$ cat config.mk
export PLATFORM = sky130hd
export DESIGN_NAME = grpl_div
export DESIGN_NICKNAME = d
export VERILOG_FILES = /design/src/rtl/grpl_pkg.sv /design/src/rtl/grpl_div.sv
export SDC_FILE = /design/constraint.sdc
export NUM_CORES = 2
export LEC_CHECK = 0
export BUFFER_PORTS_ARGS = -buffer_cell sky130_fd_sc_hd__buf_2
export CORE_MARGIN = 2
export CORE_UTILIZATION = 25
export DETAILED_ROUTE_END_ITERATION = 10
export HOLD_SLACK_MARGIN = 0.1
export PLACE_DENSITY = 0.38
export SKIP_LAST_GASP = 1
export SYNTH_ARGS = -nofsm -noshare
export SYNTH_HDL_FRONTEND = slang
export SYNTH_SLANG_ARGS = --single-unit
$ cat constraint.sdc
create_clock -name clk -period 23.6 [get_ports clk]
set_clock_uncertainty 0.2 [all_clocks]
set_input_delay 2.36 -clock clk [delete_from_list [all_inputs] [get_ports clk]]
set_output_delay 2.36 -clock clk [all_outputs]
set_load 0.02 [all_outputs]
$ cat src/rtl/grpl_pkg.sv
// ----------------------------------------------------------------------------
// grpl_pkg
// shared constants, types and table builders of the gas ratio converter
// ----------------------------------------------------------------------------
package grpl_pkg;

	localparam int FRAC_BITS      = 16;
	localparam int LOG_TABLE_BITS = 8;
	localparam int LOG_FRAC       = 24;
	localparam int EXP_FRAC       = 12;
	localparam int RAW_W          = 16;
	localparam int QW             = RAW_W + FRAC_BITS;   // quotient width
	localparam int DIV_STEP       = 4;                   // quotient bits per stage
	localparam int DIV_STAGES     = QW / DIV_STEP;
	localparam int TAB_N          = 1 << LOG_TABLE_BITS;
	localparam int LW             = LOG_FRAC + 7;        // signed log width
	localparam int EXP_W          = 13;
	localparam int QMAG_W         = LW + EXP_W - EXP_FRAC;
	localparam int V_W            = 31;                  // exp2 entry, Q.30
	localparam int SCALE_W        = 16;
	localparam int Z_W            = V_W + SCALE_W;
	localparam int NW             = 10;                  // signed exponent / shift
	localparam int OUT_W          = 24;

	localparam logic [1:0] GAS_NH3     = 2'd0;
	localparam logic [1:0] GAS_CO      = 2'd1;
	localparam logic [1:0] GAS_NO2     = 2'd2;
	localparam logic [1:0] GAS_UNKNOWN = 2'd3;

	localparam logic [1:0] STATUS_OK      = 2'd0;
	localparam logic [1:0] STATUS_NO_READ = 2'd1;
	localparam logic [1:0] STATUS_UNKNOWN = 2'd2;

	localparam logic [1:0] REG_ZERO_NH3 = 2'd0;
	localparam logic [1:0] REG_ZERO_CO  = 2'd1;
	localparam logic [1:0] REG_ZERO_NO2 = 2'd2;

	localparam logic [OUT_W-1:0] OUT_MAX = {OUT_W{1'b1}};

	// clamp limits, round half up
	localparam logic [QW-1:0] LO_NH3 = QW'(((64'd4 << FRAC_BITS) + 64'd50) / 64'd100);
	localparam logic [QW-1:0] HI_NH3 = QW'(((64'd11 << FRAC_BITS) + 64'd5) / 64'd10);
	localparam logic [QW-1:0] LO_CO  = QW'(((64'd1 << FRAC_BITS) + 64'd50) / 64'd100);
	localparam logic [QW-1:0] HI_CO  = QW'(64'd3 << FRAC_BITS);
	localparam logic [QW-1:0] LO_NO2 = QW'(((64'd7 << FRAC_BITS) + 64'd50) / 64'd100);
	localparam logic [QW-1:0] HI_NO2 = QW'(64'd70 << FRAC_BITS);

	typedef struct packed {
		logic [1:0] gas;
		logic [1:0] status;
	} tag_t;

	typedef logic [LOG_FRAC-1:0] log_tab_t [TAB_N];
	typedef logic [V_W-1:0]      exp_tab_t [TAB_N];

	function automatic logic [63:0] isqrt64(input logic [63:0] xin);
		logic [63:0] x;
		logic [63:0] res;
		logic [63:0] b;
		x   = xin;
		res = 64'd0;
		b   = 64'd1 << 62;
		while (b > x) b = b >> 2;
		while (b != 64'd0) begin
			if (x >= res + b) begin
				x   = x - (res + b);
				res = (res >> 1) + b;
			end else begin
				res = res >> 1;
			end
			b = b >> 2;
		end
		return res;
	endfunction

	// log2(1 + k/2^LOG_TABLE_BITS) by repeated squaring of the mantissa
	function automatic log_tab_t build_log_tab();
		log_tab_t t;
		logic [63:0] y;
		logic [LOG_FRAC-1:0] fr;
		for (int k = 0; k < TAB_N; k++) begin
			y  = (64'd1 << 31) + (64'(k) << (31 - LOG_TABLE_BITS));
			fr = '0;
			for (int i = 0; i < LOG_FRAC; i++) begin
				y  = (y * y) >> 31;
				fr = {fr[LOG_FRAC-2:0], 1'b0};
				if (y >= (64'd1 << 32)) begin
					y     = y >> 1;
					fr[0] = 1'b1;
				end
			end
			t[k] = fr;
		end
		return t;
	endfunction

	// 2^(j/2^LOG_TABLE_BITS) as a product of successive square roots of two
	function automatic exp_tab_t build_exp_tab();
		exp_tab_t t;
		logic [63:0] c;
		logic [63:0] v;
		for (int j = 0; j < TAB_N; j++) begin
			c = 64'd2 << 30;
			v = 64'd1 << 30;
			for (int i = 1; i <= LOG_TABLE_BITS; i++) begin
				c = isqrt64(c << 30);
				if (((j >> (LOG_TABLE_BITS - i)) & 1) != 0) v = (v * c) >> 30;
			end
			t[j] = v[V_W-1:0];
		end
		return t;
	endfunction

	localparam log_tab_t LOG_TAB = build_log_tab();
	localparam exp_tab_t EXP_TAB = build_exp_tab();

	function automatic logic [QW-1:0] gas_lo(input logic [1:0] gas);
		case (gas)
			GAS_CO:  return LO_CO;
			GAS_NO2: return LO_NO2;
			default: return LO_NH3;
		endcase
	endfunction

	function automatic logic [QW-1:0] gas_hi(input logic [1:0] gas);
		case (gas)
			GAS_CO:  return HI_CO;
			GAS_NO2: return HI_NO2;
			default: return HI_NH3;
		endcase
	endfunction

	// exponent magnitude, Q.12
	function automatic logic [EXP_W-1:0] gas_exp(input logic [1:0] gas);
		case (gas)
			GAS_CO:  return EXP_W'(4829);
			GAS_NO2: return EXP_W'(4125);
			default: return EXP_W'(6840);
		endcase
	endfunction

	function automatic logic gas_exp_neg(input logic [1:0] gas);
		case (gas)
			GAS_NO2: return 1'b0;
			default: return 1'b1;
		endcase
	endfunction

	// scale, Q.16
	function automatic logic [SCALE_W-1:0] gas_scale(input logic [1:0] gas);
		case (gas)
			GAS_CO:  return SCALE_W'(13107);
			GAS_NO2: return SCALE_W'(3277);
			default: return SCALE_W'(44582);
		endcase
	endfunction

endpackage

$ cat src/rtl/grpl_div.sv
// ----------------------------------------------------------------------------
// grpl_div
// pipelined restoring divider, a few quotient bits per stage
// ----------------------------------------------------------------------------
module grpl_div (
	input  logic                      clk,
	input  logic                      arst_n,
	input  logic                      en,
	input  logic                      in_valid,
	input  logic [grpl_pkg::QW-1:0]   dividend,
	input  logic [15:0]               divisor,
	input  grpl_pkg::tag_t            in_tag,
	output logic                      out_valid,
	output logic [grpl_pkg::QW-1:0]   quotient,
	output grpl_pkg::tag_t            out_tag
);

	localparam int NS = grpl_pkg::DIV_STAGES;
	localparam int W  = grpl_pkg::QW;

	logic                vld_q [NS];
	logic [15:0]         rem_q [NS];
	logic [W-1:0]        wrk_q [NS];
	logic [15:0]         dvs_q [NS];
	grpl_pkg::tag_t      tag_q [NS];

	logic [15:0]         rem_d [NS];
	logic [W-1:0]        wrk_d [NS];

	always_comb begin
		for (int s = 0; s < NS; s++) begin
			logic [16:0]  r;
			logic [W-1:0] w;
			logic [15:0]  d;
			r = (s == 0) ? 17'd0 : {1'b0, rem_q[(s == 0) ? 0 : s - 1]};
			w = (s == 0) ? dividend : wrk_q[(s == 0) ? 0 : s - 1];
			d = (s == 0) ? divisor : dvs_q[(s == 0) ? 0 : s - 1];
			for (int i = 0; i < grpl_pkg::DIV_STEP; i++) begin
				r = {r[15:0], w[W-1]};
				w = {w[W-2:0], 1'b0};
				if (r >= {1'b0, d}) begin
					r    = r - {1'b0, d};
					w[0] = 1'b1;
				end
			end
			rem_d[s] = r[15:0];
			wrk_d[s] = w;
		end
	end

	always_ff @(posedge clk or negedge arst_n) begin
		if (!arst_n) begin
			for (int s = 0; s < NS; s++) vld_q[s] <= 1'b0;
		end else if (en) begin
			for (int s = 0; s < NS; s++) vld_q[s] <= (s == 0) ? in_valid : vld_q[(s == 0) ? 0 : s - 1];
		end
	end

	always_ff @(posedge clk) begin
		if (en) begin
			for (int s = 0; s < NS; s++) begin
				rem_q[s] <= rem_d[s];
				wrk_q[s] <= wrk_d[s];
				dvs_q[s] <= (s == 0) ? divisor : dvs_q[(s == 0) ? 0 : s - 1];
				tag_q[s] <= (s == 0) ? in_tag : tag_q[(s == 0) ? 0 : s - 1];
			end
		end
	end

	assign out_valid = vld_q[NS-1];
	assign quotient  = wrk_q[NS-1];
	assign out_tag   = tag_q[NS-1];

endmodule

-- Word level (Yosys, flattened, before mapping)
Memories as Yosys holds them, arrays and structs flattened.
Cells that the tools add are included.
- bits of input ports: 56
- register bits: 8
- memory bits (writable): 544
- latch bits: 0
- bits in read-only memories: 0
- logic and storage cells: 142
- output and inout port bits: 37
- memories kept: 4
- memory list (memory ; words ; bits a word ; read ports ; clocked after memory_dff ; wr ports ; RTL line ; text):
    wrk_q ; 8 ; 32 ; 8 ; 0 ; 8 ; grpl_div.sv:23 ; logic [W-1:0] wrk_q [NS];
    dvs_q ; 8 ; 16 ; 7 ; 0 ; 8 ; grpl_div.sv:24 ; logic [15:0] dvs_q [NS];
    rem_q ; 8 ; 16 ; 7 ; 0 ; 8 ; grpl_div.sv:22 ; logic [15:0] rem_q [NS];
    tag_q ; 8 ; 4 ; 8 ; 0 ; 8 ; grpl_div.sv:25 ; grpl_pkg::tag_t tag_q [NS];
- mux-type cells: 66
- add/sub/neg operators: 32
- divide/modulo/power cells: 0
- bitwise logic cells: 0
- reduce and logical (&&, ||, !) cells: 0
- $mul: 0
- shift operators: 0
- $lt $le $gt $ge: 32
- equality and inequality tests: 0
- operator list (kind ; count):
    >= comparator 17 x 16 -> 1 bit ; 31
    2-to-1 mux 16 bit ; 32
    subtractor 16 bit ; 31
    2-to-1 mux 1 bit ; 34
    >= comparator 1 x 16 -> 1 bit ; 1
    subtractor 1 x 16 -> 16 bit ; 1

-- Depth between registers and ports, before layout
- word-level depth: 8
- depth in mapped cells: 51
- gate-level depth less buffers: 46

-- Worst setup path after synthesis
No wires, ideal clock.
- path kind: input -> register
- start point: input dividend[31] in the netlist's numbering
- end point: memory rem_q[0][13] (data pin)
- setup time: 269 ps
- path slack: 11786 ps
- data arrival time: 11345 ps
- stages on the path: 45
- path buffers: 7
- required time: 23131 ps
- cells stage by stage: inv_1 ha_1 inv_2 ha_1 clkbuf_1 o21ai_0 clkbuf_1 a211oi_1 ha_1 a21o_1 a21o_1 a21o_1 a211o_1 a221oi_1 nor2b_1 nand2b_1 clkbuf_1 clkbuf_1 (+9 left out) a2111o_1 clkbuf_1 clkbuf_1 o21ai_0 inv_1 ha_1 nor2b_1 o21a_1 o21ai_0 a221oi_1 a41oi_1 a21oi_1 a41oi_1 o21ai_1 clkbuf_1 mux2_2 nand2_1 o21ai_0
- RTL lines (element ; RTL line ; text):
    start: declaration ; grpl_div.sv:10 ; input logic [grpl_pkg::QW-1:0] dividend,
    end: declaration ; grpl_div.sv:22 ;

==> summary by stage <==
Outcome
The run finished with clean final reports.

Logic synthesis
The library cell with the largest summed area after synthesis is edfxtp_1. The number of synthesis warnings is 0. Synthesis handed over a netlist of about 4.4k instances. The top-area cell type share of the netlist area is a little over a third. The synthesized design contains 520 register bits.

Among all flip-flop cells after synthesis, the most frequent one is edfxtp_1. The most frequent cell after synthesis is edfxtp_1. The commonest cells after synthesis are edfxtp_1, ha_1, a21oi_1. Sorting the synthesized cells by area gives the leading types as edfxtp_1, ha_1, mux2_2, xnor2_1, a21oi_1.

The synthesized netlist net count is 5000. The post-synthesis instance area is ~0.044 sq mm. The count of distinct cell types in the synthesized netlist is between 90 and 100. Counting flops with an async set or reset pin after synthesis yields a share of 1.538%.

A synthesized cell averages 9.858 sq um. Summing the sequential cell areas from Yosys gives a little over a third of the chip area. Counting flops with a built-in enable in the synthesized netlist gives 512.

Timing
The number of max-slew violations in the final report was 0. For the pin with the worst max-slew slack, the measured transition is 1060 ps. Setup violations remaining at the end of the flow were counted as 0. Summed over all failing endpoints, the final setup total negative slack is 0 ps. Setup repair after global routing left no endpoint under its margin. Static timing analysis puts the maximum clock frequency at 74.84 MHz. The worst path in the final design needs a cycle of 13360 ps, including I/O delays and setup. The worst path uses around 57% of the clock period. The normalized max-slew margin is 29.12%. The final count of hold timing violations is 0.

Drt
The final route contains around 33k vias. The wire length after detailed routing is ~130 mm. After detailed routing, the average wire length per cell comes to 19.05 um. The number of antenna-violating nets in the routed design is 0.

The number of optimization iterations in the first detailed-route pass is 5. The number of DRC violations after detailed routing is 0. For this block, the initial DRC count from the detailed router was about 2.0k. The per-cell via count in the routed design is between 4 and 5.

Die
In this run the horizontal extent of the chip is around 420 um. Once the floorplan was initialized, standard cells occupied roughly 25% of the core. For this design the top-level I/O count stands at just over 90. In this run the core area contains approximately 150 standard-cell rows. The die area is 0.1775 sq mm.

After floorplanning, the core was sized to cover about 0.17 sq mm. The die is about 420 um tall.

Critical path
The startpoint identified for the worst register-to-register timing path is dvs_q[5][1]. The largest stage delay on the critical path is 700 ps. The category of the most critical setup path is flop to flop. At the worst endpoint, the arrival time is 13580 ps. The required time of the critical path is 23820 ps. The kind of end point of the critical path is a flop.

In this run the critical register-to-register path is captured at rem_q[6][1]. The worst register-to-register path has a setup slack of 10240 ps. Tracing the worst setup path back leads to its startpoint at dvs_q[5][1]. Along the worst path, the maximum fanout reaches 27. The type of origin of the critical path is a flop. The cell with the largest stage delay on the worst path is o211a_1. Counting cells, the worst reg-to-reg path comes to 42.

Clocking
After clock tree synthesis, the flow added hold-fix buffers numbering 0. The register clock-pin slew on the reported worst setup and hold paths is ~70 ps. At the later pin of the worst-skew pair, clock insertion delay measures 690 ps.

The clock drives 520 sinks. Once the clock tree was built, the resizer swapped 0 gates to a different size. The number of buffers added for setup after CTS is 0.

The clock tree synthesis step divided the H-tree into 3 levels. The number of buffers created by CTS is 73. In this run the deepest clock path goes through 3 buffers. The TritonCTS clock tree is yes. In this run the clock root is driven by a clkbuf_16.

Place
In this run, placement finished with an instance count of 6752. Input and output buffers added on the ports amount to 92. Once detailed placement completed, the half-perimeter wirelength came to about 100 mm. The routability congestion estimate from global placement is roughly 0.86.

Run
Max-cap violations in this run came to 0.

Layout
The number of nets in the layout is between 5k and 6k. After the flow finishes, the layout carries non-filler instances totaling 6884. The area growth from synthesis to final layout is 12.33%. The fraction of layout cells with a size suffix above 1 is a little over a tenth.

Worst hold path
The number of cells on the worst hold path is 0. The startpoint of the worst hold path is wrk_q[0][17]. The worst hold path terminates at wrk_q[0][53]. The path class of the lowest-slack min-delay path is flop to flop.

Global route
The number of global-route vias before repair is 32.76k. The first global-routing pass estimated about 200 mm of wire. The largest net degree at the start of global routing is 80.

The leftover overflow at the end of global routing is 0. The initial antenna violation count is 1. Global routing used 14.50% of the available tracks.
-- critical path, delay by kind of cell, from the launching register on --
kind,cells,cell delay [ps]
simple gates,6,1450
flops,1,500
fa+ha+maj,4,1150
mux,2,740
compound gates,25,7790
buf+inv,5,1220
-- cells in the final DEF (no fill, tap or decap), types with 15 or more instances in the layout --
| cell type | count |
|---|---|
| a21oi_1 | 351 |
| buf_2 | 91 |
| nor2_1 | 285 |
| nor4_1 | 21 |
| o21bai_1 | 36 |
| a21o_1 | 147 |
| nand2b_1 | 57 |
| o31a_1 | 17 |
| xnor2_1 | 232 |
| or3_1 | 37 |
| or2_2 | 17 |
| nand4_1 | 84 |
| fa_1 | 30 |
| buf_4 | 26 |
| a211oi_1 | 43 |
| o221ai_1 | 23 |
| nand3_1 | 71 |
| o21ai_0 | 260 |
| clkinv_1 | 15 |
| clkbuf_16 | 73 |
| a31oi_1 | 31 |
| mux2i_1 | 63 |
| inv_1 | 320 |
| a21boi_0 | 26 |
| and2_1 | 20 |
| o211ai_1 | 26 |
| ha_1 | 498 |
| xor2_1 | 118 |
| nand3b_1 | 16 |
| edfxtp_1 | 512 |
| o31ai_1 | 21 |
| nor2b_1 | 81 |
| nand2_1 | 262 |
| and3_1 | 30 |
| o21a_1 | 74 |
| nor3_1 | 89 |
| mux2_2 | 212 |
-- how the worst max path moves through the flow --
stage / endpoint / cells after the start
floorplan: rem_q[0][13] / 45
global placement: rem_q[6][1] / 42
detailed placement: rem_q[0][1] / 37
CTS: rem_q[6][1] / 42
global route: rem_q[6][1] / 42
finish: rem_q[6][1] / 42
-- cells by family after synthesis --
group                      share of synthesized area (%)
buffers and inverters                              4.116
DFF                                                35.78
muxes                                              7.174
xor gates and xnor gates                           7.041
AOI/OAI and AO/OA                                  17.69
and+or+nand+nor                                    12.51
adders and majority gates                          15.69
-- state kept, by name (all words and copies together), names as in the netlist --
register	flops
wrk_q	256
dvs_q	112
rem_q	112
tag_q	32
vld_q	7
out_valid	1
-- routing by layer --
| metal | part of all wire [%] | up-vias | GRT usage [%] |
|---|---|---|---|
| li1 | - | 16670 | - |
| met1 | 48 | 15700 | 19.50 |
| met2 | 47 | 443 | 24.31 |
| met3 | 2.8 | 141 | 1.804 |
| met4 | 2.3 | 0 | 4.140 |
| met5 | 0 | - | 0 |
-- layout make-up --
type | instances | area, sq um
well taps | 2325 | 2909
diodes | 1 | 2.502
flip-flops and latches | 520 | 15570
fillers | 18270 | 124500
clock buffers | 84 | 1868
multi-input cells | 3463 | 26210
repair buffers | 118 | 665.6
inverters | 326 | 1226
clock inverters | 47 | 451.7
-- per-stage QoR --
stage | util, % | cell area, sq um | setup WS [ps] | hold WS [ps]
after floorplan | - | 43530 | 11790 | 200.3
after global placement | 26.86 | 46580 | 10390 | 201.1
after detailed placement | 26.86 | 46580 | 10300 | 204.5
after CTS | 28.19 | 48900 | 10330 | 195.8
after global routing | 28.19 | 48900 | 9242 | 209.1
final | 28.20 | 48900 | 10240 | 199.6
Power is left out: the tool's default activity adds up to more than one toggle a clock period on the data nets, which glitch-free logic cannot reach.
